### src/sv/kmeans_clustering_2d_macros.svh
// assertion macros shared by the clustering block
`ifndef KMEANS_CLUSTERING_2D_MACROS_SVH
`define KMEANS_CLUSTERING_2D_MACROS_SVH

`ifndef ASSERT_OFF

// condition holds at every edge
`define KMC_ASSERT(lbl, clk, rst, cond) \
  lbl: assert property (@(posedge clk) disable iff (rst) (cond)) \
    else $error("kmc assertion failed");

// consequent holds in the same cycle
`define KMC_ASSERT_IMPLIES(lbl, clk, rst, ante, cons) \
  lbl: assert property (@(posedge clk) disable iff (rst) (ante) |-> (cons)) \
    else $error("kmc assertion failed");

// consequent holds in the next cycle
`define KMC_ASSERT_NEXT(lbl, clk, rst, ante, cons) \
  lbl: assert property (@(posedge clk) disable iff (rst) (ante) |=> (cons)) \
    else $error("kmc assertion failed");

`else

`define KMC_ASSERT(lbl, clk, rst, cond)
`define KMC_ASSERT_IMPLIES(lbl, clk, rst, ante, cons)
`define KMC_ASSERT_NEXT(lbl, clk, rst, ante, cons)

`endif

`endif

### src/sv/kmc_pkg.sv
package kmc_pkg;

  // sizes
  localparam int MAX_POINTS   = 1024;
  localparam int MAX_CLUSTERS = 32;
  localparam int COORD_W      = 32;
  localparam int PIDX_W       = $clog2(MAX_POINTS);
  localparam int PCNT_W       = PIDX_W + 1;
  localparam int CIDX_W       = $clog2(MAX_CLUSTERS);
  localparam int CCNT_W       = CIDX_W + 1;
  localparam int SUM_W        = COORD_W + PIDX_W;
  localparam int DIST_W       = 2 * COORD_W + 1;
  localparam int INERTIA_W    = 63;
  localparam int ITER_W       = 11;
  localparam int MAX_ITER     = 1024;
  localparam int TOL_W        = 31;
  localparam int DIV_CNT_W    = $clog2(SUM_W);

  // pipeline flush length after the last issue of a phase
  localparam int DRAIN_CYCLES = 7;
  localparam int DRAIN_W      = 3;

  // configuration port
  localparam int CFG_IDX_W  = 2;
  localparam int CFG_DATA_W = 31;
  localparam logic [CFG_IDX_W-1:0] REG_NUM_CLUSTERS   = 2'd0;
  localparam logic [CFG_IDX_W-1:0] REG_MOVE_TOLERANCE = 2'd1;
  localparam logic [CFG_IDX_W-1:0] REG_MAX_ITERATIONS = 2'd2;

  // commands
  localparam int CMD_W = 2;
  localparam logic [CMD_W-1:0] CMD_LOAD_POINT  = 2'd0;
  localparam logic [CMD_W-1:0] CMD_LOAD_CENTRE = 2'd1;
  localparam logic [CMD_W-1:0] CMD_RUN         = 2'd2;

  typedef logic signed [COORD_W-1:0] coord_t;
  typedef logic [DIST_W-1:0] dist_t;

  typedef struct packed {
    coord_t x;
    coord_t y;
  } point_t;

  typedef struct packed {
    logic signed [SUM_W-1:0] sx;
    logic signed [SUM_W-1:0] sy;
    logic [PCNT_W-1:0]       cnt;
  } sum_entry_t;

  // travels alongside a distance through the distance pipeline
  typedef struct packed {
    logic              first;
    logic              last;
    logic [CIDX_W-1:0] cidx;
    logic [PIDX_W-1:0] pidx;
    coord_t            px;
    coord_t            py;
  } dist_tag_t;

endpackage

### src/sv/kmc_dist.sv
module kmc_dist (
  input  logic               clk,
  input  logic               rst,
  input  logic               in_valid,
  input  kmc_pkg::coord_t    ax,
  input  kmc_pkg::coord_t    ay,
  input  kmc_pkg::coord_t    bx,
  input  kmc_pkg::coord_t    by,
  input  kmc_pkg::dist_tag_t in_tag,
  output logic               out_valid,
  output kmc_pkg::dist_t     dist_sq,
  output kmc_pkg::dist_tag_t out_tag
);
  import kmc_pkg::*;

  logic [COORD_W:0]     diff_x, diff_y, neg_x, neg_y;
  logic [COORD_W-1:0]   mag_x, mag_y;
  logic                 v1, v2, v3;
  logic [COORD_W-1:0]   dx1, dy1;
  logic [2*COORD_W-1:0] sqx2, sqy2;
  dist_tag_t            t1, t2, t3;
  dist_t                dist3;

  // absolute coordinate differences, always fit the coordinate width
  always_comb begin
    diff_x = {ax[COORD_W-1], ax} - {bx[COORD_W-1], bx};
    diff_y = {ay[COORD_W-1], ay} - {by[COORD_W-1], by};
    neg_x  = -diff_x;
    neg_y  = -diff_y;
    mag_x  = diff_x[COORD_W] ? neg_x[COORD_W-1:0] : diff_x[COORD_W-1:0];
    mag_y  = diff_y[COORD_W] ? neg_y[COORD_W-1:0] : diff_y[COORD_W-1:0];
  end

  // valid chain
  always_ff @(posedge clk) begin
    if (rst) begin
      v1 <= 1'b0;
      v2 <= 1'b0;
      v3 <= 1'b0;
    end else begin
      v1 <= in_valid;
      v2 <= v1;
      v3 <= v2;
    end
  end

  // difference, square, sum stages
  always_ff @(posedge clk) begin
    dx1   <= mag_x;
    dy1   <= mag_y;
    t1    <= in_tag;
    sqx2  <= (2*COORD_W)'(dx1) * (2*COORD_W)'(dx1);
    sqy2  <= (2*COORD_W)'(dy1) * (2*COORD_W)'(dy1);
    t2    <= t1;
    dist3 <= {1'b0, sqx2} + {1'b0, sqy2};
    t3    <= t2;
  end

  assign out_valid = v3;
  assign dist_sq   = dist3;
  assign out_tag   = t3;

endmodule

### config.mk
export PLATFORM = sky130hd
export DESIGN_NAME = kmc_dist
export DESIGN_NICKNAME = d
export VERILOG_FILES = /design/src/sv/kmeans_clustering_2d_macros.svh /design/src/sv/kmc_pkg.sv /design/src/sv/kmc_dist.sv
export SDC_FILE = /design/constraint.sdc
export NUM_CORES = 2
export LEC_CHECK = 0
export ABC_AREA = 1
export BUFFER_PORTS_ARGS = -buffer_cell sky130_fd_sc_hd__buf_2
export CORE_MARGIN = 1.5
export CORE_UTILIZATION = 30
export CTS_CLUSTER_DIAMETER = 150
export CTS_CLUSTER_SIZE = 14
export DETAILED_ROUTE_END_ITERATION = 7
export PLACE_DENSITY = 0.47
export SKIP_LAST_GASP = 1
export SLEW_MARGIN = 20
export SYNTH_ARGS = -nofsm -noshare
export SYNTH_HDL_FRONTEND = slang
export SYNTH_SLANG_ARGS = --single-unit
### constraint.sdc
create_clock -name clk -period 9.97 [get_ports clk]
set_input_delay 2.4925 -clock clk [delete_from_list [all_inputs] [get_ports clk]]
set_output_delay 2.4925 -clock clk [all_outputs]
set_load 0.02 [all_outputs]
==> impl_metrics.csv <==
group,metric,value,unit
route,drt_wl_cell,17.3,µm
die,floorplan.rows,190,
cts,clock-root-buffer,"sky130_fd_sc_hd__clkbuf_16",
die,floorplan.initialDensity,0.301,
cts,num_cts_buffers,46,
die,overall_die_height,522,µm
timing,drv_slew,0,
worst_setup_path,crit_end,"sqy2[59]",
yosys,synthArstFlopShare,0,
yosys,synth-edff-count,0,
worst_hold_path,hold_path_class,"register to register",
cts,cts_hold_repair.buffers,0,
worst_setup_path,timing.reg2reg.setup_slack,1720,ps
timing,final.setup_skew,61.7,ps
die,dieArea,272000,µm²
die,die_x,522,µm
timing,holdWs,299,ps
route,via_density_per_instance,4.39,
worst_setup_path,ff2ff_path_depth,25,
place,detailed_place.area,86700,µm²
route,route.met2.wl,113000,µm
worst_setup_path,worst_ep_required_time,10600,ps
global_route,track_usage,0.177,
route,routed-wl-met3,9880,µm
place,portBuffers,358,
global_route,grt_overflow_total,0,
worst_setup_path,critical_path.startpoint,"dy1[19]",
route,drt_first_iter_violations,3246,
cts,postCtsSetupRepairBufs,0,
timing,worstMarginPinSlew,1100,ps
cts,ctsLongestPathBuffers,3,
yosys,synth_ff_type,"sky130_fd_sc_hd__dfxtp_1",
route,drcViolationCount,0,
yosys,yosys_warnings,0,
timing,max-slew-margin-rel,0.264,
cts,cts_tree,"built",
die,design.core.area,268000,µm²
global_route,grt_antenna_before_repair,5,
timing,final_hold_viol_count,0,
timing,setup_viol,0,
yosys,synthDistinctLibCells,46,
flow_run,maxCapViolations,0,
global_route,grt_pass1_wl,376000,µm
cells_and_area,design.final.nets,12600,
worst_setup_path,arrival,8880,ps
timing,grt_setup_unrepaired,"no",
worst_setup_path,cp_max_fo,17,
timing,finalCriticalPeriod,8250,ps
cts,clk_latency,700,ps
cts,numClockSinks,501,
cells_and_area,area_delta_synth_final,9.17,%
cells_and_area,post_route_cells_drive_above_1_share,0.0544,
global_route,vias_in_the_first_global_route,66300,
route,drt_pass1_iterations,6,
worst_setup_path,worst_r2r_endpoint,"sqy2[59]",
yosys,yosys_register_bits,501,
yosys,synthesized_netlist_cell_count,9788,
cts,htree_levels,2,
route,routed_wl,235000,µm
die,design.portCount,359,
place,place.detailed.hpwl,205000,µm
cts,path_clk_slew,80,ps
status,status,"completed",
yosys,synth_top_cell_area_share,0.394,
route,routedLengthMet1,106000,µm
global_route,grt_start_max_net_pins,38,
yosys,synth_nets,12300,
cells_and_area,final_cell_area,88100,µm²
place,gp_congestion,0.912,
worst_setup_path,worst_r2r_startpoint,"dy1[19]",
timing,max_clock_freq,0.121,GHz
yosys,netlist.top_cell.by_area,"sky130_fd_sc_hd__fa_1",
yosys,post_synth.cell_area_avg,8.24,µm²
worst_setup_path,path_class,"register to register",
timing,layout_worst_path_cycle_share,0.827,
timing,fin_tns_setup,0,ps
worst_setup_path,timing.critical_path.to_type,"register",
worst_setup_path,startpoint_class_of_the_critical_path,"register",
route,highest_layer,"met4",
cells_and_area,fill_cells,28500,
cts,cts.repair.resized,0,
yosys,synth_top_cells_by_area,"sky130_fd_sc_hd__fa_1, sky130_fd_sc_hd__inv_1, sky130_fd_sc_hd__dfxtp_1, sky130_fd_sc_hd__ha_1, sky130_fd_sc_hd__nand2_1",
route,antenna_violating_nets_post_route,0,
yosys,synthesis.area,80700,µm²
route,vias,59900,
yosys,ys_seq_area_frac,0.124,
## final cells by class
class / instances / area, µm² / area share
antenna: 3 / 7.51 / 0.0000853
timing repair buffer: 439 / 2410 / 0.0274
sequential: 501 / 10000 / 0.114
inverter: 2946 / 11100 / 0.126
multi-input combinational: 6131 / 58800 / 0.667
clock inverter: 10 / 153 / 0.00173
clock buffer: 50 / 1190 / 0.0135
tap: 3552 / 4440 / 0.0505
## metrics by stage
stage,cells,setup slack (ps),util
2_1_floorplan,9788,2880,-
3_3_place_gp,13600,1720,0.324
3_5_place_dp,13600,1710,0.324
4_1_cts,13600,1660,0.329
5_1_grt,13600,1310,0.329
6_report,13600,1720,0.329
## worst min path at each step
stage,from,end,slack (ps),cells after the start
CTS,t1[75],t2[75],290,0
floorplan,t2[0],out_tag[0],310,0
detailed placement,t2[38],out_tag[38],310,0
finish,t1[75],t2[75],300,0
global route,t1[75],t2[75],300,0
global placement,t2[41],out_tag[41],310,0
## synthesized netlist by cell type (2+ instances only)
master,instances
sky130_fd_sc_hd__xnor2_1,96
sky130_fd_sc_hd__nand4_1,29
sky130_fd_sc_hd__nand2_2,8
sky130_fd_sc_hd__a21o_1,39
sky130_fd_sc_hd__o31ai_1,6
sky130_fd_sc_hd__nor4_1,19
sky130_fd_sc_hd__nand2_1,2016
sky130_fd_sc_hd__inv_1,2943
sky130_fd_sc_hd__a21boi_0,9
sky130_fd_sc_hd__o21bai_1,54
sky130_fd_sc_hd__o21ai_0,170
sky130_fd_sc_hd__a31oi_1,52
sky130_fd_sc_hd__clkbuf_1,176
sky130_fd_sc_hd__xor2_1,223
sky130_fd_sc_hd__ha_1,722
sky130_fd_sc_hd__a211oi_1,3
sky130_fd_sc_hd__o211ai_1,11
sky130_fd_sc_hd__inv_2,3
sky130_fd_sc_hd__a21oi_1,294
sky130_fd_sc_hd__nor2_2,6
sky130_fd_sc_hd__fa_1,1588
sky130_fd_sc_hd__nand3_1,181
sky130_fd_sc_hd__a221oi_1,7
sky130_fd_sc_hd__nor2_1,477
sky130_fd_sc_hd__a41oi_1,2
sky130_fd_sc_hd__nor3_1,42
sky130_fd_sc_hd__or2_2,8
sky130_fd_sc_hd__dfxtp_1,501
sky130_fd_sc_hd__xor2_2,3
sky130_fd_sc_hd__buf_1,29
sky130_fd_sc_hd__nand3b_1,14
sky130_fd_sc_hd__a31o_2,11
sky130_fd_sc_hd__buf_4,4
sky130_fd_sc_hd__and2_1,9
sky130_fd_sc_hd__nand3_2,3
sky130_fd_sc_hd__and3_1,4
sky130_fd_sc_hd__o2111ai_1,6
sky130_fd_sc_hd__nor2_4,2
sky130_fd_sc_hd__o21a_1,11
## cells by family after synthesis
logic type,synth area share
buf+inv,0.147
xor+xnor,0.0354
simple gates,0.138
fa+ha+maj,0.506
flops,0.124
compound gates,0.0485
## placed cells by master, fill, tap and decap left out, types with 39 or more instances in the layout
cell type,count
sky130_fd_sc_hd__clkbuf_16,46
sky130_fd_sc_hd__nand2_1,2016
sky130_fd_sc_hd__fa_1,1588
sky130_fd_sc_hd__buf_4,80
sky130_fd_sc_hd__o21ai_0,170
sky130_fd_sc_hd__inv_1,2943
sky130_fd_sc_hd__nand3_1,181
sky130_fd_sc_hd__nor3_1,42
sky130_fd_sc_hd__a21oi_1,294
sky130_fd_sc_hd__ha_1,722
sky130_fd_sc_hd__xnor2_1,96
sky130_fd_sc_hd__o21bai_1,54
sky130_fd_sc_hd__buf_2,358
sky130_fd_sc_hd__nor2_1,477
sky130_fd_sc_hd__dfxtp_1,497
sky130_fd_sc_hd__a31oi_1,52
sky130_fd_sc_hd__a21o_1,39
sky130_fd_sc_hd__xor2_1,223
## sequential cells by signal (all words and copies together) (netlist names)
register,flops
out_tag,81
t1,81
t2,81
out_valid,1
dy1,32
dx1,32
v2,1
v1,1
dist_sq,65
sqx2,63
sqy2,63
## layer usage
layer,global-route usage,up-vias
met2,0.307,1264
li1,-,28800
met3,0.0177,240
met4,0.0459,0
met5,0,-
met1,0.235,29600
## worst max-delay path, stage by stage, from the launching register on
cell,delay (ps)
sky130_fd_sc_hd__dfxtp_1,980
sky130_fd_sc_hd__buf_4,440
sky130_fd_sc_hd__nand2_1,190
sky130_fd_sc_hd__fa_1,570
sky130_fd_sc_hd__inv_1,50
sky130_fd_sc_hd__fa_1,460
sky130_fd_sc_hd__fa_1,520
sky130_fd_sc_hd__inv_1,50
sky130_fd_sc_hd__fa_1,500
sky130_fd_sc_hd__inv_1,50
sky130_fd_sc_hd__fa_1,550
sky130_fd_sc_hd__fa_1,430
sky130_fd_sc_hd__fa_1,500
sky130_fd_sc_hd__inv_1,50
sky130_fd_sc_hd__fa_1,500
sky130_fd_sc_hd__inv_1,60
sky130_fd_sc_hd__ha_1,340
sky130_fd_sc_hd__inv_1,150
sky130_fd_sc_hd__o21ai_0,140
sky130_fd_sc_hd__a21oi_1,190
sky130_fd_sc_hd__o21ai_0,230
sky130_fd_sc_hd__a21oi_1,310
sky130_fd_sc_hd__nand3_1,300
sky130_fd_sc_hd__a21o_1,270
sky130_fd_sc_hd__a21oi_1,180
sky130_fd_sc_hd__xnor2_1,140
Power is not shown: default switching activity piles up to over one toggle a cycle in this logic, so the estimate is an artifact.
