==> config.mk <==
export PLATFORM = sky130hd
export DESIGN_NAME = kmc_ram
export DESIGN_NICKNAME = d
export VERILOG_FILES = /design/src/sv/kmeans_clustering_2d_macros.svh /design/src/sv/kmc_ram.sv
export SDC_FILE = /design/constraint.sdc
export NUM_CORES = 1
export LEC_CHECK = 0
export ABC_AREA = 1
export BUFFER_PORTS_ARGS = -buffer_cell sky130_fd_sc_hd__buf_2
export CORE_MARGIN = 2
export CORE_UTILIZATION = 48
export DETAILED_ROUTE_END_ITERATION = 16
export PLACE_DENSITY = 0.65
export SYNTH_ARGS = -nofsm -noshare
export SYNTH_HDL_FRONTEND = slang
export SYNTH_SLANG_ARGS = --single-unit
==> constraint.sdc <==
create_clock -name clk -period 2 [get_ports clk]
set_clock_uncertainty 0.2 [all_clocks]
set_input_delay 0.4 -clock clk [delete_from_list [all_inputs] [get_ports clk]]
set_output_delay 0.4 -clock clk [all_outputs]
set_load 0.02 [all_outputs]
==> src/sv/kmeans_clustering_2d_macros.svh <==
// assertion macros shared by the clustering block
`ifndef KMEANS_CLUSTERING_2D_MACROS_SVH
`define KMEANS_CLUSTERING_2D_MACROS_SVH

`ifndef ASSERT_OFF

// condition holds at every edge
`define KMC_ASSERT(lbl, clk, rst, cond) \
  lbl: assert property (@(posedge clk) disable iff (rst) (cond)) \
    else $error("kmc assertion failed");

// consequent holds in the same cycle
`define KMC_ASSERT_IMPLIES(lbl, clk, rst, ante, cons) \
  lbl: assert property (@(posedge clk) disable iff (rst) (ante) |-> (cons)) \
    else $error("kmc assertion failed");

// consequent holds in the next cycle
`define KMC_ASSERT_NEXT(lbl, clk, rst, ante, cons) \
  lbl: assert property (@(posedge clk) disable iff (rst) (ante) |=> (cons)) \
    else $error("kmc assertion failed");

`else

`define KMC_ASSERT(lbl, clk, rst, cond)
`define KMC_ASSERT_IMPLIES(lbl, clk, rst, ante, cons)
`define KMC_ASSERT_NEXT(lbl, clk, rst, ante, cons)

`endif

`endif

==> src/sv/kmc_ram.sv <==
module kmc_ram #(
  parameter int WIDTH = 8,
  parameter int DEPTH = 32,
  localparam int ADDR_W = $clog2(DEPTH)
) (
  input  logic              clk,
  input  logic              we,
  input  logic [ADDR_W-1:0] waddr,
  input  logic [WIDTH-1:0]  wdata,
  input  logic [ADDR_W-1:0] raddr,
  output logic [WIDTH-1:0]  rdata
);

  logic [WIDTH-1:0] mem [DEPTH];

  // one write port, one registered read port, read returns old data
  always_ff @(posedge clk) begin
    if (we) begin
      mem[waddr] <= wdata;
    end
    rdata <= mem[raddr];
  end

endmodule

==> results of run 1 <==
## per-stage QoR
step           util, %  setup WS (ns)  area (um2)
2_1_floorplan        -          0.366       10800
3_5_place_dp      52.1         0.0755       11400
5_1_grt           56.4          0.239       12400
6_report          56.4          0.266       12400
4_1_cts           56.4          0.260       12400
3_3_place_gp      52.1          0.108       11400
## power groups by stage
stage / clock, uW / sequential (uW) / combinational [uW]
after CTS: 5340 / 6180 / 780
after global placement: 0 / 6300 / 771
after floorplan: 0 / 6310 / 443
after global routing: 5560 / 6180 / 863
final: 5280 / 6180 / 775
after detailed placement: 0 / 6300 / 777
## per-layer routing
layer	up-vias	wire [um]	GRT usage, %
met5	-	13	0
met4	2	408	4.45
met3	36	1920	3.33
met2	283	11600	33.6
met1	3340	10800	31.0
li1	3319	-	-
## layout by cell type (no fill, tap or decap)
master / n
nand2_1: 360
edfxtp_1: 256
nand3_1: 204
buf_4: 48
nor2_1: 32
clkbuf_16: 29
buf_2: 26
buf_12: 11
inv_1: 8
dfxtp_1: 8
clkbuf_1: 7
clkinv_1: 5
clkinv_2: 4
bufinv_16: 4
clkbuf_8: 2
inv_2: 1
inv_8: 1
clkinvlp_4: 1
## how the worst min path moves through the flow
stage | start | end | slack [ns] | cells past startpoint
2_1_floorplan | wdata[0] | mem[0][0]$_DFFE_PP_ | 0.30 | 0
3_3_place_gp | mem[11][6]$_DFFE_PP_ | rdata[6]$_DFF_P_ | 0.53 | 8
3_5_place_dp | mem[10][7]$_DFFE_PP_ | rdata[7]$_DFF_P_ | 0.54 | 8
4_1_cts | raddr[4] | rdata[3]$_DFF_P_ | 0.005 | 3
5_1_grt | raddr[4] | rdata[3]$_DFF_P_ | 0.03 | 3
6_report | raddr[4] | rdata[3]$_DFF_P_ | 0.02 | 3
## registers in the layout (all words and copies together) (netlist names)
name	count
mem	256
rdata	8
## cell families after synthesis
group	after synthesis
flip-flops	264
buffers and inverters	62
AND/OR/NAND/NOR	596
## area by class of cell
type | instances | area share, %
sequential | 264 | 63.3
multi-input combinational | 596 | 20.1
clock buffer | 38 | 6.29
timing repair buffer | 85 | 5.74
tap | 280 | 2.83
clock inverter | 14 | 1.39
inverter | 10 | 0.313
==> impl_metrics.tcl, run 1 <==
set metrics [dict create \
    reg2reg_slack_ns 0.66 \
    ys_seq_elements 264 \
    multi_input_area_um2 2490 \
    synth_top_family_by_area "simple AND/OR/NAND/NOR gates" \
    synth_area_leaders "edfxtp_1, nand2_1, nand3_1, buf_6, dfxtp_1" \
    min_cycle_time_layout_ns 1.73 \
    syn-mean-instance-area_um2 11.7 \
    achievable-frequency_mhz 577 \
    cts.clk_slew.worst_paths_ns 0.06 \
    fin_total_pwr_uw 12200 \
    net-switching-power_uw 2610 \
    final_stage_net_count 1005 \
    synth_edf_count 256 \
    sequentialPowerShare_pct 50.5 \
    cts_resized 0 \
    worst_slew_margin_rel_pct 54.2 \
    setup_violations 0 \
    n_antenna_cell 0 \
    crit_family "flip-flops" \
    worst-path-stages 1 \
    tightestPinTransition_ns 0.687 \
    die_width_um 154 \
    drt_first_pass_iters 6 \
    final.period_utilization_pct 86.7 \
    design.core.area_um2 22000 \
    internal-power_uw 9620 \
    number_of_buffers_added_for_setup_after_cts 0 \
    unrepaired_setup_endpoints_after_global_routing "false" \
    cp-startpoint "rdata[7]$_DFF_P_" \
    initial_antenna_violation_count 1 \
    synth_xor_area_share_pct 0 \
    dp.cells 1235 \
    synthCells 922 \
    fin_hold_ws_ns 0.0185 \
    cts-buffers-inserted 28 \
    synth_commonest_cells "nand2_1, edfxtp_1, nand3_1, nor2_1, buf_6" \
    synth_simple_gate_area_share_pct 23.1 \
    yosysMostFrequentCell "nand2_1" \
    p_sw_share_pct 21.4 \
    tritoncts "yes" \
    critPathBufInv 1 \
    ioPinCount 28 \
    power.share.combinational_pct 6.3 \
    first_global_vias 6574 \
    clock_power_share_pct 43.2 \
    cells_on_worst_reg2reg_path 8 \
    insertion_delay_ns 0.53 \
    status "finished, final reports clean" \
    global_route.overflow_total 0 \
    pins_over_slew_limit 0 \
    yosysSeqAreaShare_pct 72.8 \
    synth.top_cell.area_share_pct 71.3 \
    die_area_um2 23700 \
    die-height_um 154 \
    post_drt_wl_per_cell_um 19.2 \
    antenna_left 0 \
    detail_route.drc_violations 0 \
    sequential_cell_area_um2 7850 \
    finish.cell_count_without_fillers 1287 \
    clock_path_buffers 3 \
    synth_compound_area_share_pct 0 \
    synthDominantAreaCellType "edfxtp_1" \
    slowest_stage "dfxtp_1" \
    grt_usage_pct 21.1 \
    critical_path.max_stage_delay_ns 0.40 \
    cts.root.buffer_cell "clkbuf_16" \
    regToRegStartpoint "mem[19][4]$_DFFE_PP_" \
    htree_levels 1 \
    critPathLaunchType "flop" \
    placement.io_buffers 27 \
    dr.first_iter.drc_count 685 \
    synth.distinct_cells 12 \
    synthesis.area_um2 10800 \
    cellLeakagePower_uw 0.00469 \
    hold_path_class "in2reg" \
    worst_ir_drop_vdd_v 0.00103 \
    crit-reg2reg-capture "rdata[4]$_DFF_P_" \
    cp-endpoint "rdata[7]" \
    routed_via_density 5.42 \
    timing.critical_path.cells "buf_2" \
    cts.sinks 264 \
    synth-async-reset-ratio_pct 0 \
    yosys.area_share.adder_pct 0 \
    detail_route.wirelength_um 24700 \
    via_count 6980 \
    first_pass_grt_wire_length_um 38300 \
    synth_nets 942 \
    timing.critical_path.fanout_max 1 \
    num_rows 54 \
    fin_setup_tns_ns 0 \
    setup.worst_path.class "reg2out" \
    hpwl_um 14800 \
    final_layout_size_suffix_gt1_share_pct 12.6 \
    place_congestion 0.830 \
    crit_path_end_kind "output port" \
    crit_required_ns 1.40 \
    cap_violations 0 \
    hold_viol 0 \
    syn2layout_area_growth_pct 14.9 \
    initial_utilization_pct 49.1 \
    fillers 1796 \
    synth_mux_area_share_pct 0 \
    grt_start_max_net_pins 68 \
    ys.warnings.count 0 \
    cts.hold.buffers_added 0 \
    power_density_nw_per_um2 987 \
    ys_flop_type "edfxtp_1" \
    crit_arrival_ns 1.13 \
]
Note: power is estimated with default switching activity, not from simulation.
==> inputs of run 2 (changes only) <==
Settings changed: CORE_UTILIZATION 48 to 32, PLACE_DENSITY 0.65 to 0.47.
==> impl_metrics.tcl, run 2 (same netlist as run 1, synthesis figures left out) <==
set metrics [dict create \
    status "finished, final reports clean" \
    crit_family "flip-flops" \
    placement.io_buffers 27 \
    cellLeakagePower_uw 0.00472 \
    slowest_stage "dfxtp_1" \
    critPathBufInv 1 \
    final_cell_mix "nand2_1, edfxtp_1, nand3_1, buf_4, nor2_1" \
    achievable-frequency_mhz 574 \
    layout_commonest_cell "nand2_1" \
    initial_utilization_pct 32.3 \
    worst-path-stages 1 \
    crit_arrival_ns 1.14 \
    regMostFlops "mem" \
    hold_viol 0 \
    worst_slew_margin_rel_pct 71.1 \
    dp.cells 1413 \
    worst_ir_drop_vdd_v 0.000479 \
    largest_register_ff_count 256 \
    cts.clk_slew.worst_paths_ns 0.07 \
    post_drt_wl_per_cell_um 19.0 \
    tightestPinTransition_ns 0.433 \
    detail_route.wirelength_um 27700 \
    finalCoreUtilization_pct 38.0 \
    num_rows 67 \
    setup.worst_path.class "reg2out" \
    routed_via_density 4.64 \
    final_stage_net_count 1015 \
    antenna_left 0 \
    min_cycle_time_layout_ns 1.74 \
    htree_levels 1 \
    final.period_utilization_pct 87.1 \
    drt_first_pass_iters 5 \
    cts-buffers-inserted 28 \
    detailed_place.area_um2 11800 \
    timing.critical_path.fanout_max 1 \
    die_area_um2 35200 \
    place_congestion 0.741 \
    clock_path_buffers 3 \
    final_layout_size_suffix_gt1_share_pct 13.7 \
    syn2layout_area_growth_pct 17.5 \
    fin_setup_tns_ns 0 \
    die_width_um 188 \
    critical_path.max_stage_delay_ns 0.40 \
    number_of_buffers_added_for_setup_after_cts 0 \
    pins_over_slew_limit 0 \
    power_density_nw_per_um2 961 \
    initial_antenna_violation_count 0 \
    biggestRegsByFlops "mem: 256 flops, rdata: 8 flops" \
    insertion_delay_ns 0.54 \
    dr.first_iter.drc_count 490 \
    via_count 6777 \
    first_pass_grt_wire_length_um 42700 \
    global_route.overflow_total 0 \
    timing.critical_path.cells "buf_2" \
    cts_resized 0 \
    crit_path_end_kind "output port" \
    hpwl_um 16800 \
    final_design_area_no_fill_um2 12700 \
    grt_start_max_net_pins 65 \
    detail_route.drc_violations 0 \
    hold_path_class "in2reg" \
    cap_violations 0 \
    cts.hold.buffers_added 0 \
    tritoncts "yes" \
    design.core.area_um2 33400 \
    cts.sinks 264 \
    crit_required_ns 1.40 \
    fillers 3336 \
    cells_on_worst_reg2reg_path 8 \
    setup_violations 0 \
    die-height_um 188 \
    unrepaired_setup_endpoints_after_global_routing "false" \
    critPathLaunchType "flop" \
    first_global_vias 6711 \
    n_antenna_cell 0 \
    holdPathStages 3 \
    cts.root.buffer_cell "clkbuf_16" \
    ioPinCount 28 \
    grt_usage_pct 15.8 \
    finish.cell_count_without_fillers 1462 \
    fin_total_pwr_uw 12200 \
]
-- run 2: area by class of cell --
| class | instances | area (um2) | share of cell area [%] |
|---|---|---|---|
| Tap cell | 448 | 561 | 4.42 |
| Multi-Input combinational cell | 596 | 2490 | 19.7 |
| Sequential cell | 264 | 7850 | 61.9 |
| Timing Repair Buffer | 95 | 811 | 6.40 |
| Clock inverter | 14 | 171 | 1.35 |
| Inverter | 10 | 40.0 | 0.316 |
| Clock buffer | 35 | 748 | 5.91 |
-- run 2: final timing paths --
| check | from | end | slack (ns) |
|---|---|---|---|
| setup / recovery | rdata[4]$_DFF_P_ | rdata[4] | 0.26 |
| hold / removal | raddr[4] | rdata[5]$_DFF_P_ | 0.05 |
| hold reg to reg | mem[6][4]$_DFFE_PP_ | rdata[4]$_DFF_P_ | 0.56 |
| setup reg to reg | mem[1][5]$_DFFE_PP_ | rdata[5]$_DFF_P_ | 0.58 |
-- run 2: through the flow --
stage	hold WS [ns]	setup WS, ns
final	0.0458	0.258
after global routing	0.0442	0.223
after CTS	0.0329	0.223
after detailed placement	0.553	0.0826
after global placement	0.554	0.0654
after floorplan	0.299	0.366
-- run 2: routing by layer --
metal	vias to the layer above	part of all wire, %	GRT usage, %
li1	3349	-	-
met1	3297	49	23.2
met2	109	47	25.4
met3	22	3.3	1.87
met4	0	1.1	3.27
met5	-	0	0
-- run 2: power breakdown --
group,switching [uW],internal (uW)
registers,31.1,6150
logic,568,249
clock network,2130,3050
total,2730,9450
==> inputs of run 3 (changes only) <==
--- a/config.mk
+++ b/config.mk
@@ -9,2 +9,3 @@
 export BUFFER_PORTS_ARGS = -buffer_cell sky130_fd_sc_hd__buf_2
+export CAP_MARGIN = 0
 export CORE_MARGIN = 2
==> constraint.sdc (replaced) <==
create_clock -name clk -period 2 [get_ports clk]
set_clock_uncertainty 0.2 [all_clocks]
set_input_delay 0.3 -clock clk [delete_from_list [all_inputs] [get_ports clk]]
set_output_delay 0.3 -clock clk [all_outputs]
set_load 0.02 [all_outputs]
==> impl_metrics.tcl, run 3 (same netlist as run 1, synthesis figures left out) <==
set metrics [dict create \
    die_width_um 188 \
    design.core.area_um2 33400 \
    cts.root.buffer_cell "clkbuf_16" \
    crit_family "flip-flops" \
    final_layout_size_suffix_gt1_share_pct 12.7 \
    htree_levels 1 \
    layout_commonest_cell "nand2_1" \
    cap_violations 0 \
    detail_route.drc_violations 0 \
    power_density_nw_per_um2 928 \
    cp-startpoint "rdata[5]$_DFF_P_" \
    dr.first_iter.drc_count 581 \
    dp.cells 1408 \
    status "finished, final reports clean" \
    die-height_um 188 \
    placement.io_buffers 27 \
    routed_via_density 4.72 \
    cellLeakagePower_uw 0.00465 \
    finalCoreUtilization_pct 37.4 \
    clock_path_buffers 3 \
    num_rows 67 \
    unrepaired_setup_endpoints_after_global_routing "false" \
    place_congestion 0.752 \
    final_design_area_no_fill_um2 12500 \
    crit_required_ns 1.50 \
    insertion_delay_ns 0.53 \
    timing.critical_path.cells "buf_2" \
    antenna_left 0 \
    detail_route.wirelength_um 27400 \
    die_area_um2 35200 \
    cells_on_worst_reg2reg_path 8 \
    slowest_stage "dfxtp_1" \
    first_pass_grt_wire_length_um 42300 \
    worst-path-stages 1 \
    n_antenna_cell 0 \
    setup.worst_path.class "reg2out" \
    fin_total_pwr_uw 11600 \
    cts.hold.buffers_added 1 \
    hold_viol 0 \
    first_global_vias 6647 \
    number_of_buffers_added_for_setup_after_cts 0 \
    crit_arrival_ns 1.16 \
    syn2layout_area_growth_pct 15.8 \
    crit_path_end_kind "output port" \
    cts.sinks 264 \
    detailed_place.area_um2 11700 \
    regToRegStartpoint "mem[23][5]$_DFFE_PP_" \
    largest_register_ff_count 256 \
    initial_utilization_pct 32.3 \
    cts.clk_slew.worst_paths_ns 0.06 \
    via_count 6882 \
    drt_first_pass_iters 5 \
    pins_over_slew_limit 0 \
    final.period_utilization_pct 82.8 \
    critPathLaunchType "flop" \
    grt_start_max_net_pins 55 \
    initial_antenna_violation_count 0 \
    critPathBufInv 1 \
    reg2reg_slack_ns 0.65 \
    achievable-frequency_mhz 604 \
    cp-endpoint "rdata[5]" \
    worst_ir_drop_vdd_v 0.000397 \
    fin_setup_tns_ns 0 \
    final_stage_net_count 1010 \
    min_cycle_time_layout_ns 1.66 \
    finish.cell_count_without_fillers 1457 \
    critical_path.max_stage_delay_ns 0.43 \
    biggestRegsByFlops "mem: 256 flops, rdata: 8 flops" \
    final_cell_mix "nand2_1, edfxtp_1, nand3_1, buf_4, nor2_1" \
    global_route.overflow_total 0 \
    tightestPinTransition_ns 0.690 \
    setup_violations 0 \
    cts_resized 0 \
    timing.critical_path.fanout_max 1 \
    cts-buffers-inserted 27 \
    crit-reg2reg-capture "rdata[5]$_DFF_P_" \
    ioPinCount 28 \
    tritoncts "yes" \
    hpwl_um 17000 \
    grt_usage_pct 15.7 \
    worst_slew_margin_rel_pct 53.9 \
    regMostFlops "mem" \
    post_drt_wl_per_cell_um 18.8 \
    hold_path_class "in2reg" \
]
[run 3: cell types whose count changed in the layout (fill, tap and decap cells not counted)]
cell,before,now
clkinv_2,1,7
clkinv_1,1,6
clkinvlp_4,5,1
buf_4,56,53
buf_12,13,11
bufinv_16,3,1
clkbuf_16,29,27
clkinv_4,2,0
inv_6,2,0
dlygate4sd3_1,0,1
[run 3: worst min path at each step]
stage          cells after the start  slack, ns                 start              endpoint
6_report                           4       0.02              raddr[4]      rdata[4]$_DFF_P_
5_1_grt                            4       0.02              raddr[4]      rdata[4]$_DFF_P_
4_1_cts                            1      0.001              wdata[1]  mem[17][1]$_DFFE_PP_
3_5_place_dp                       8       0.54   mem[4][1]$_DFFE_PP_      rdata[1]$_DFF_P_
3_3_place_gp                       8       0.55  mem[16][4]$_DFFE_PP_      rdata[4]$_DFF_P_
2_1_floorplan                      0       0.20              wdata[0]   mem[0][0]$_DFFE_PP_
[run 3: layout make-up]
type / instances / area, um2
fill: 3314 / 20900
inverter: 10 / 40.0
timing repair buffer: 91 / 758
sequential: 264 / 7850
clock buffer: 33 / 698
multi-input combinational: 596 / 2490
clock inverter: 15 / 95.1
tap: 448 / 561
[run 3: power breakdown]
group          leakage (uW)  internal [uW]  switching [uW]
clock              0.000391           2590            2020
sequential          0.00237           6150            33.1
combinational       0.00188            239             564
[run 3: per-stage QoR]
stage	hold slack, ns	worst slack (ns)
CTS	0.00134	0.290
global route	0.0220	0.311
finish	0.0165	0.344
floorplan	0.199	0.466
global placement	0.555	0.0890
detailed placement	0.544	0.0832
[run 3: per-layer routing]
layer  vias up  GRT usage, %  share of wire [%]
met4         0          3.33                1.1
met2       164          25.3                 46
met1      3355          22.9                 48
met5         -             0                  0
met3        26          1.78                4.8
li1       3337             -                  -
