==> config.mk <==
export PLATFORM = sky130hd
export DESIGN_NAME = kmc_div
export DESIGN_NICKNAME = d
export VERILOG_FILES = /design/src/sv/kmeans_clustering_2d_macros.svh /design/src/sv/kmc_pkg.sv /design/src/sv/kmc_div.sv
export SDC_FILE = /design/constraint.sdc
export NUM_CORES = 1
export LEC_CHECK = 0
export ABC_CLOCK_PERIOD_IN_PS = 4500
export BUFFER_PORTS_ARGS = -buffer_cell sky130_fd_sc_hd__buf_2
export CORE_UTILIZATION = 47
export DETAILED_ROUTE_END_ITERATION = 10
export GPL_ROUTABILITY_DRIVEN = 0
export HOLD_SLACK_MARGIN = 0.03
export PLACE_DENSITY = 0.7
export SLEW_MARGIN = 5
export SYNTH_ARGS = -nofsm -noshare
export SYNTH_HDL_FRONTEND = slang
export SYNTH_SLANG_ARGS = --single-unit
==> constraint.sdc <==
create_clock -name clk -period 4.5 [get_ports clk]
set_input_delay 0.675 -clock clk [delete_from_list [all_inputs] [get_ports clk]]
set_output_delay 0.675 -clock clk [all_outputs]
set_load 0.01 [all_outputs]
==> src/sv/kmeans_clustering_2d_macros.svh <==
// assertion macros shared by the clustering block
`ifndef KMEANS_CLUSTERING_2D_MACROS_SVH
`define KMEANS_CLUSTERING_2D_MACROS_SVH

`ifndef ASSERT_OFF

// condition holds at every edge
`define KMC_ASSERT(lbl, clk, rst, cond) \
  lbl: assert property (@(posedge clk) disable iff (rst) (cond)) \
    else $error("kmc assertion failed");

// consequent holds in the same cycle
`define KMC_ASSERT_IMPLIES(lbl, clk, rst, ante, cons) \
  lbl: assert property (@(posedge clk) disable iff (rst) (ante) |-> (cons)) \
    else $error("kmc assertion failed");

// consequent holds in the next cycle
`define KMC_ASSERT_NEXT(lbl, clk, rst, ante, cons) \
  lbl: assert property (@(posedge clk) disable iff (rst) (ante) |=> (cons)) \
    else $error("kmc assertion failed");

`else

`define KMC_ASSERT(lbl, clk, rst, cond)
`define KMC_ASSERT_IMPLIES(lbl, clk, rst, ante, cons)
`define KMC_ASSERT_NEXT(lbl, clk, rst, ante, cons)

`endif

`endif

==> src/sv/kmc_pkg.sv <==
package kmc_pkg;

  // sizes
  localparam int MAX_POINTS   = 1024;
  localparam int MAX_CLUSTERS = 32;
  localparam int COORD_W      = 32;
  localparam int PIDX_W       = $clog2(MAX_POINTS);
  localparam int PCNT_W       = PIDX_W + 1;
  localparam int CIDX_W       = $clog2(MAX_CLUSTERS);
  localparam int CCNT_W       = CIDX_W + 1;
  localparam int SUM_W        = COORD_W + PIDX_W;
  localparam int DIST_W       = 2 * COORD_W + 1;
  localparam int INERTIA_W    = 63;
  localparam int ITER_W       = 11;
  localparam int MAX_ITER     = 1024;
  localparam int TOL_W        = 31;
  localparam int DIV_CNT_W    = $clog2(SUM_W);

  // pipeline flush length after the last issue of a phase
  localparam int DRAIN_CYCLES = 7;
  localparam int DRAIN_W      = 3;

  // configuration port
  localparam int CFG_IDX_W  = 2;
  localparam int CFG_DATA_W = 31;
  localparam logic [CFG_IDX_W-1:0] REG_NUM_CLUSTERS   = 2'd0;
  localparam logic [CFG_IDX_W-1:0] REG_MOVE_TOLERANCE = 2'd1;
  localparam logic [CFG_IDX_W-1:0] REG_MAX_ITERATIONS = 2'd2;

  // commands
  localparam int CMD_W = 2;
  localparam logic [CMD_W-1:0] CMD_LOAD_POINT  = 2'd0;
  localparam logic [CMD_W-1:0] CMD_LOAD_CENTRE = 2'd1;
  localparam logic [CMD_W-1:0] CMD_RUN         = 2'd2;

  typedef logic signed [COORD_W-1:0] coord_t;
  typedef logic [DIST_W-1:0] dist_t;

  typedef struct packed {
    coord_t x;
    coord_t y;
  } point_t;

  typedef struct packed {
    logic signed [SUM_W-1:0] sx;
    logic signed [SUM_W-1:0] sy;
    logic [PCNT_W-1:0]       cnt;
  } sum_entry_t;

  // travels alongside a distance through the distance pipeline
  typedef struct packed {
    logic              first;
    logic              last;
    logic [CIDX_W-1:0] cidx;
    logic [PIDX_W-1:0] pidx;
    coord_t            px;
    coord_t            py;
  } dist_tag_t;

endpackage

==> src/sv/kmc_div.sv <==
module kmc_div (
  input  logic                      clk,
  input  logic                      rst,
  input  logic                      start,
  input  logic [kmc_pkg::SUM_W-1:0] dividend,
  input  logic [kmc_pkg::PCNT_W-1:0] divisor,
  output logic                      done,
  output logic [kmc_pkg::SUM_W-1:0] quotient
);
  import kmc_pkg::*;

  logic                 busy;
  logic [DIV_CNT_W-1:0] cnt;
  logic [SUM_W-1:0]     q;
  logic [PCNT_W-1:0]    rem, dvs;
  logic [PCNT_W:0]      shifted, trial;

  // one restoring step per cycle
  always_comb begin
    shifted = {rem, q[SUM_W-1]};
    trial   = shifted - {1'b0, dvs};
  end

  always_ff @(posedge clk) begin
    if (rst) begin
      busy <= 1'b0;
      done <= 1'b0;
      cnt  <= '0;
    end else begin
      done <= 1'b0;
      if (start) begin
        busy <= 1'b1;
        cnt  <= '0;
        q    <= dividend;
        rem  <= '0;
        dvs  <= divisor;
      end else if (busy) begin
        if (shifted >= {1'b0, dvs}) begin
          rem <= trial[PCNT_W-1:0];
          q   <= {q[SUM_W-2:0], 1'b1};
        end else begin
          rem <= shifted[PCNT_W-1:0];
          q   <= {q[SUM_W-2:0], 1'b0};
        end
        cnt <= cnt + 1'b1;
        if (cnt == DIV_CNT_W'(SUM_W - 1)) begin
          busy <= 1'b0;
          done <= 1'b1;
        end
      end
    end
  end

  assign quotient = q;

endmodule

==> out/metrics.cfg, run 1 <==
[setup_path]
crit_top_cell = o21ai_2
max_stage_delay_ps = 580
critPathMaxFanout = 14
critPathKind = reg2reg
cp.arrival_ps = 2700
crit_chain = ha_1 -> a2111oi_4 -> o21ai_2 -> o21ai_2 -> nor2_1 -> a32o_1
cp_slowest_cell = o21ai_2
cp-end-kind = register
crit_required_ps = 4590
start_kind = register
path_buf_inv = 0
crit_family = compound AO/OA/AOI/OAI gates
rrSetupSlack_ps = 1890

[place]
io_buffers = 98
dp_hpwl_um = 4740

[finish]
finalNetCount = 425
syn_to_final_growth_pct = 21.6
drive_above_1_share_pct = 45.8
diodes = 0

[die]
core_region_area_um2 = 7210
io_pins = 99
die_w_um = 88.4
start_util_pct = 48.6
num_rows = 31
die_h_um = 88.4
die-area_um2 = 7810

[yosys]
netlist.top_cell.by_area = edfxtp_1
synth-seq-area-share_pct = 59.4
synth_edf_count = 64
ys_top_cells_by_count = 64 x edfxtp_1, 43 x mux2_2, 23 x nor2_1
synth_area_leaders = edfxtp_1 55%, mux2_2 14%, ha_1 4.6%
post-synth-top-count-cell = edfxtp_1
netlist.area_leader.share_pct = 54.8
ys.flop_type = edfxtp_1
netlist_area_um2 = 3510
synth.ff_latch_count = 72
ys_types = 41
ys_warn_count = 0
avgSynthCellArea_um2 = 13.9
async_flop_share_pct = 0
syn-num-nets = 323
netlist_instances = 253

[detailed_routing]
routed_wl_um = 6650
avgRoutedWirePerCell_um = 14.5
drtIter0Drc = 81
via_per_inst = 4.90
drc = 0
drtAntennaViolNets = 0
first_pass_iters = 4
routed-via-count = 2248

[grt]
grt_pass1_wl_um = 10800
track_usage_pct = 18.8
grt_max_degree = 58
grt_antenna_before_repair = 0
grt_pass1_vias = 2210
grt-ovfl-total = 0

[cts]
cts_made_buffers = 9
holdBufCountCts = 0
htreeDepth = 3
clock_sinks = 72
ctsResizeCount = 0
root_buffer = clkbuf_8
clock_latency_ps = 340
cts_tree = yes
cts.path.max_buffers = 2
cts_setup_buffers = 0
clkTransAtPathRegs_ps = 80

[sta]
fin_skew_ps = 9.82
maxSlewHeadroom_pct = 35.6
rsz0062_at_grt = false
period_needed_ps = 2610
setup_viol = 0
min_period_over_period_pct = 58.1
final_max_slew_viol_count = 0
fmax_ghz = 0.383
finalHoldViolCount = 0
finalSetupTns_ps = 0
tightest_slew_ps = 962

[power]
finalPower_mw = 1.56
vdd_drop_max_mv = 0.237
p_per_area_nw_per_um2 = 366
p_leak_nw = 1.75

[run]
max_cap_viol_count = 0

[worst_hold_path]
min_path_type = reg2reg

[status]
outcome = completed

## cell families after synthesis
| group | synth area share (%) |
|---|---|
| flops | 59.4 |
| simple gates | 6.92 |
| mux | 15.2 |
| compound gates | 7.60 |
| buf+inv | 3.14 |
| fa+ha+maj | 5.21 |
| xor+xnor | 2.50 |
## layout make-up
class	count	area, um2
clock buffers	10	128
clock inverters	6	35.0
fillers	635	2950
inverters	18	67.6
multi-input cells	154	1320
flip-flops and latches	72	2080
well taps	99	124
repair buffers	100	505
## stage by stage
step                util [%]  worst slack [ps]  std cells  hold WS [ps]  area, um2
floorplan                  -               511        253           458       3510
global placement        56.8              1840        443           472       4100
detailed placement      56.8              1800        443           493       4100
CTS                     59.1              1880        459           499       4260
global route            59.1              1730        459           487       4260
finish                  59.1              1890        459           498       4260
## worst min-delay path, stage by stage, from the launching register on
cell     delay, ps
dfxtp_1        330
o21ai_0         70
a21oi_1         60
## registers in the layout, indices dropped and copies added, names as in the netlist
| register | cells |
|---|---|
| busy | 1 |
| cnt | 6 |
| done | 1 |
| dvs | 11 |
| quotient | 42 |
| rem | 11 |
## power by group
group / internal, mW / total, mW / switching (mW)
sequential: 0.789 / 0.814 / 0.0245
combinational: 0.149 / 0.313 / 0.164
clock: 0.197 / 0.435 / 0.237
## layout by cell type, fill, tap and decap left out, types with 5 or more instances in the layout
cell	instances
buf_2	98
a21oi_1	6
ha_1	13
mux2i_1	5
o21ai_0	5
inv_1	18
mux2_2	43
clkbuf_8	9
xnor2_1	7
nand2_1	6
nor2_1	22
dfxtp_1	8
edfxtp_1	64
## worst paths after layout
| path | from | endpoint | depth (start not counted) |
|---|---|---|---|
| worst min register to register | cnt[5] | cnt[5] | 2 |
| worst max register to register | rem[8] | rem[10] | 6 |
| worst max-delay path | rem[8] | rem[10] | 6 |
| worst min-delay path | cnt[5] | cnt[5] | 2 |
## per-layer routing
layer	vias to the layer above	global-route usage (%)	routed length (um)
met5	-	0	0
met1	1033	27.2	3250
met3	6	7.56	494
met2	72	25.3	2840
met4	0	6.60	63
li1	1137	-	-
(Power assumes the default switching activity.)
==> inputs of run 2 (changes only) <==
ABC_AREA = 1   (was unset)
ABC_CLOCK_PERIOD_IN_PS = 2400   (was 4500)
PLACE_DENSITY = 0.72   (was 0.7)
clock period = 2.4 ns   (was 4.5 ns; I/O delays follow)
==> run 2 against run 1 <==
Against the previous run:
- largest power group unchanged
- die area grew 6.7%
- global-route usage grew 2.5 points
- register-to-register slack lost 1700 ps
- non-clock buffer count grew 7
- worst setup slack lost 1700 ps
- via count grew 43%
- largest cell class unchanged
- critical path depth grew 4
==> out/metrics.cfg, run 2 <==
[sta]
period_needed_ps = 2180  ; -438 ps
rsz0062_at_grt = false
fin_skew_ps = 15.7  ; +5.84 ps
finalHoldViolCount = 0  ; unchanged
finalSetupTns_ps = 0  ; unchanged
maxSlewHeadroom_pct = 64.8  ; +29 points
fmax_ghz = 0.460  ; +20%
setup_viol = 0  ; unchanged
final_max_slew_viol_count = 0  ; unchanged
min_period_over_period_pct = 90.6  ; +33 points
tightest_slew_ps = 527  ; -435 ps
hold_slack_ps = 190  ; -308 ps

[yosys]
netlist.top_cell.by_area = edfxtp_1
netlist_instances = 443  ; +75%
synth_edf_count = 64  ; unchanged
ys_types = 26  ; -37%
ys_top_cells_by_count = 194 x nand2_1, 64 x edfxtp_1, 54 x inv_1
syn-num-nets = 513  ; +59%
netlist_area_um2 = 3750  ; +6.9%
synth-seq-area-share_pct = 55.6  ; -3.8 points
async_flop_share_pct = 0  ; unchanged
netlist.area_leader.share_pct = 51.3  ; -3.5 points
ys.flop_type = edfxtp_1
synth_area_leaders = edfxtp_1 51%, nand2_1 19%, inv_1 5.4%
post-synth-top-count-cell = nand2_1
synth.ff_latch_count = 72  ; unchanged
avgSynthCellArea_um2 = 8.46  ; -39%
ys_warn_count = 0  ; unchanged

[detailed_routing]
avgRoutedWirePerCell_um = 12.7  ; -12%
drtIter0Drc = 171  ; +110%
drc = 0  ; unchanged
first_pass_iters = 5  ; +1
routed_wl_um = 8310  ; +25%
routed-via-count = 3204  ; +43%
drtAntennaViolNets = 0  ; unchanged
via_per_inst = 4.91  ; +0.18%

[grt]
track_usage_pct = 21.3  ; +2.5 points
grt_antenna_before_repair = 0  ; unchanged
grt_pass1_wl_um = 13800  ; +28%
grt_pass1_vias = 3000  ; +36%
grt-ovfl-total = 0  ; unchanged
grt_max_degree = 46  ; -21%

[setup_path]
critPathMaxFanout = 12  ; -2
cp-end-kind = register
crit_required_ps = 2470  ; -2120 ps
cp.arrival_ps = 2250  ; -450 ps
start_kind = register
critPathKind = reg2reg

[die]
start_util_pct = 48.5  ; -0.12 points
core_region_area_um2 = 7730  ; +7.1%
io_pins = 99  ; unchanged
die_w_um = 91.3  ; +3.3%
die-area_um2 = 8330  ; +6.7%
num_rows = 32  ; +3.2%
die_h_um = 91.3  ; +3.3%

[cts]
clock_sinks = 72  ; unchanged
clock_latency_ps = 350  ; about the same
htreeDepth = 3  ; unchanged
cts_setup_buffers = 0  ; unchanged
cts.path.max_buffers = 2  ; unchanged
ctsResizeCount = 0  ; unchanged
root_buffer = clkbuf_8
holdBufCountCts = 0  ; unchanged
cts_made_buffers = 9  ; unchanged
cts_tree = yes
clkTransAtPathRegs_ps = 70  ; about the same

[finish]
diodes = 0  ; unchanged
final_common_cell = nand2_1
layout_common_cells = 194 x nand2_1, 98 x buf_2, 64 x edfxtp_1, 54 x inv_1, 38 x nor2_1
drive_above_1_share_pct = 23.4  ; -22 points
syn_to_final_growth_pct = 22.4
final.fill_count = 698  ; +9.9%
final_cells = 653  ; +42%
largest_reg_flops = 42  ; unchanged
finalNetCount = 616  ; +45%

[run]
max_cap_viol_count = 0  ; unchanged

[power]
finalPower_mw = 3.30  ; +110%
vdd_drop_max_mv = 0.381  ; +61%
p_per_area_nw_per_um2 = 720  ; +97%
p_leak_nw = 2.32  ; +33%

[status]
outcome = completed

[worst_hold_path]
min_path_type = in2reg

[place]
dp.cells = 637  ; +44%
dp_hpwl_um = 6180  ; +30%
io_buffers = 98  ; unchanged

-- run 2: cell count changes after synthesis, moves of 4 or more --
cell      delta
nand2_1    +188
mux2_2      -43
inv_1       +36
nor2_1      +15
nand3_1     +13
nand4_1      +9
clkbuf_1     +6
xnor2_1      -6
mux2i_1      -5
a21o_1       -4
-- run 2: worst max-delay path: stages (launching register included) --
cell and delay (ps):
edfxtp_1 380, inv_1 100, ha_1 190, fa_1 220, inv_1 70, nand3_1 70
nand3_1 170, nand3_2 120, nand3_1 90, nor2_2 420, o21ai_1 90
-- run 2: where the power goes --
part	internal [mW]	total, mW	switching (mW)
combinational	0.264	0.708	0.444
sequential	1.51	1.57	0.0629
clock	0.588	1.02	0.436
-- run 2: cell families after synthesis --
group                      Yosys count  share of synthesized area, %
DFF                                 72                          55.6
adders and majority gates           14                          4.88
and+or+nand+nor                    269                          29.3
buffers and inverters               70                          7.41
AOI/OAI and AO/OA                   15                          2.14
xor gates and xnor gates             3                         0.702
-- run 2: path summary, 6_finish.rpt --
check	endpoint	start	slack (ps)	cells past startpoint
worst max-delay path	quotient[0]	quotient[41]	220	10
worst max register to register	quotient[0]	quotient[41]	220	10
worst min register to register	cnt[5]	cnt[5]	450	1
worst min-delay path	dvs[3]	divisor[3]	190	1
-- run 2: layer usage --
| layer | up-vias | GRT usage [%] | routed length [um] |
|---|---|---|---|
| met5 | - | 0 | 0 |
| met4 | 0 | 9.13 | 102 |
| met3 | 10 | 5.61 | 627 |
| met2 | 99 | 33.2 | 3800 |
| met1 | 1480 | 28.0 | 3780 |
| li1 | 1615 | - | - |
-- run 2: through the flow --
stage,instance area [um2],utilization [%],setup slack (ps)
3_3_place_gp,4370,56.6,370
6_report,4590,59.3,225
5_1_grt,4590,59.3,10.2
2_1_floorplan,3760,-,355
3_5_place_dp,4370,56.6,229
4_1_cts,4590,59.3,245
-- run 2: area by class of cell --
cell class                 count  area (um2)  area share, %
clock inverter                 5        82.6           1.80
timing repair buffer         107         558           12.2
inverter                      55         206           4.50
multi-input combinational    301        1400           30.5
tap                          102         128           2.78
clock buffer                  11         131           2.86
sequential                    72        2080           45.4
==> inputs of run 3 (changes only) <==
MAX_ROUTING_LAYER = met4   (was unset)
==> run 3 against run 2 <==
Against the previous run:
- die area did not move
- non-clock buffer count did not move
- utilization unchanged
- worst hold slack worse by 0.70 ps
- worst setup slack improved by 15 ps
- flip-flop and latch count stayed put
==> out/metrics.cfg, run 3 (synthesized netlist as in run 2, its figures left out) <==
[status]
outcome = completed

[sta]
fin_skew_ps = 14.6  ; -1.05 ps
tightest_slew_ps = 524  ; -3.14 ps
rsz0062_at_grt = false
finalSetupTns_ps = 0  ; unchanged
setup_viol = 0  ; unchanged
maxSlewHeadroom_pct = 65.0  ; +0.21 points
finalHoldViolCount = 0  ; unchanged
period_needed_ps = 2160  ; -15.1 ps
min_period_over_period_pct = 90.0  ; -0.63 points
fmax_ghz = 0.463  ; +0.70%
final_max_slew_viol_count = 0  ; unchanged

[finish]
syn_to_final_growth_pct = 22.4  ; unchanged
drive_above_1_share_pct = 23.4  ; unchanged
layout_common_cells = 194 x nand2_1, 98 x buf_2, 64 x edfxtp_1, 54 x inv_1, 38 x nor2_1
diodes = 0  ; unchanged
largest_reg_flops = 42  ; unchanged
finalNetCount = 616  ; unchanged
final.fill_count = 698  ; unchanged
final_cells = 653  ; unchanged
final_common_cell = nand2_1

[worst_hold_path]
min_path_type = in2reg

[power]
vdd_drop_max_mv = 0.381  ; about the same
cell_internal_pwr_mw = 2.36  ; about the same
p_leak_nw = 2.32  ; unchanged
seq_power_share_pct = 47.5  ; about the same
p_sw_mw = 0.945  ; +0.27%
swShare_pct = 28.6  ; +0.057 points
p_clk_share_pct = 31.1  ; about the same
combinationalPowerShare_pct = 21.4  ; about the same
p_per_area_nw_per_um2 = 721  ; about the same

[cts]
clock_latency_ps = 340  ; about the same
clkTransAtPathRegs_ps = 80  ; about the same
cts_setup_buffers = 0  ; unchanged
htreeDepth = 3  ; unchanged
cts.path.max_buffers = 2  ; unchanged
clock_sinks = 72  ; unchanged
cts_made_buffers = 9  ; unchanged
ctsResizeCount = 0  ; unchanged
holdBufCountCts = 0  ; unchanged
cts_tree = yes
root_buffer = clkbuf_8

[setup_path]
critPathMaxFanout = 12  ; unchanged
start_kind = register
cp-end-kind = register
critPathKind = reg2reg
cp.arrival_ps = 2230  ; -20 ps
crit_required_ps = 2470  ; about the same

[die]
die-area_um2 = 8330  ; unchanged
die_h_um = 91.3  ; unchanged
num_rows = 32  ; unchanged
core_region_area_um2 = 7730  ; unchanged
start_util_pct = 48.5  ; unchanged
io_pins = 99  ; unchanged
die_w_um = 91.3  ; unchanged

[detailed_routing]
drtAntennaViolNets = 0  ; unchanged
via_per_inst = 4.91  ; unchanged
routed_wl_um = 8310  ; about the same
drtIter0Drc = 192  ; +12%
first_pass_iters = 5  ; unchanged
drc = 0  ; unchanged
routed-via-count = 3204  ; unchanged
avgRoutedWirePerCell_um = 12.7  ; about the same

[place]
io_buffers = 98  ; unchanged
dp_hpwl_um = 6180  ; unchanged
dp.cells = 637  ; unchanged

[grt]
grt_antenna_before_repair = 0  ; unchanged
track_usage_pct = 21.9  ; +0.62 points
grt_pass1_vias = 3012  ; +0.40%
grt-ovfl-total = 0  ; unchanged
grt_pass1_wl_um = 13700  ; -0.35%
grt_max_degree = 46  ; unchanged

[run]
max_cap_viol_count = 0  ; unchanged

run 3: worst paths after layout:
kind                                   start          end  slack, ps  cells after the start
worst max-delay path            quotient[41]  quotient[0]        240                     10
worst min register to register        cnt[5]       cnt[5]        450                      1
worst min-delay path              divisor[3]       dvs[3]        190                      1
worst max register to register  quotient[41]  quotient[0]        240                     10
run 3: power by group through the flow:
stage	sequential, mW	clock, mW	combinational (mW)
after floorplan	1.61	0	0.458
after global placement	1.59	0	0.688
after detailed placement	1.59	0	0.708
after CTS	1.57	1.04	0.709
after global routing	1.58	1.10	0.807
final	1.57	1.03	0.708
run 3: layer usage:
metal	vias to the layer above	GRT usage [%]	share of wire, %
met1	1473	29.4	46
met2	104	33.2	46
met3	11	3.43	6.1
li1	1616	-	-
met5	-	-	0
met4	0	9.13	1.5
run 3: cell type report:
class	count	area, um2	area share (%)
inverters	55	206	4.50
well taps	102	128	2.78
clock buffers	11	131	2.86
repair buffers	107	558	12.2
multi-input cells	301	1400	30.5
clock inverters	5	82.6	1.80
flip-flops and latches	72	2080	45.4
run 3: through the flow:
stage | setup slack [ps] | instance area (um2) | util [%] | power [mW] | hold slack, ps
after floorplan | 355 | 3760 | - | 2.07 | 422
after global placement | 370 | 4370 | 56.6 | 2.28 | 434
after detailed placement | 229 | 4370 | 56.6 | 2.30 | 442
after CTS | 245 | 4590 | 59.3 | 3.32 | 174
after global routing | 10.2 | 4590 | 59.3 | 3.49 | 168
final | 240 | 4590 | 59.3 | 3.30 | 189
run 3: worst max-delay path: stages (launching register included):
cell and delay (ps):
edfxtp_1 380, inv_1 90, ha_1 190, fa_1 220, inv_1 60, nand3_1 70, nand3_1 170, nand3_2 120
nand3_1 90, nor2_2 420, o21ai_1 90
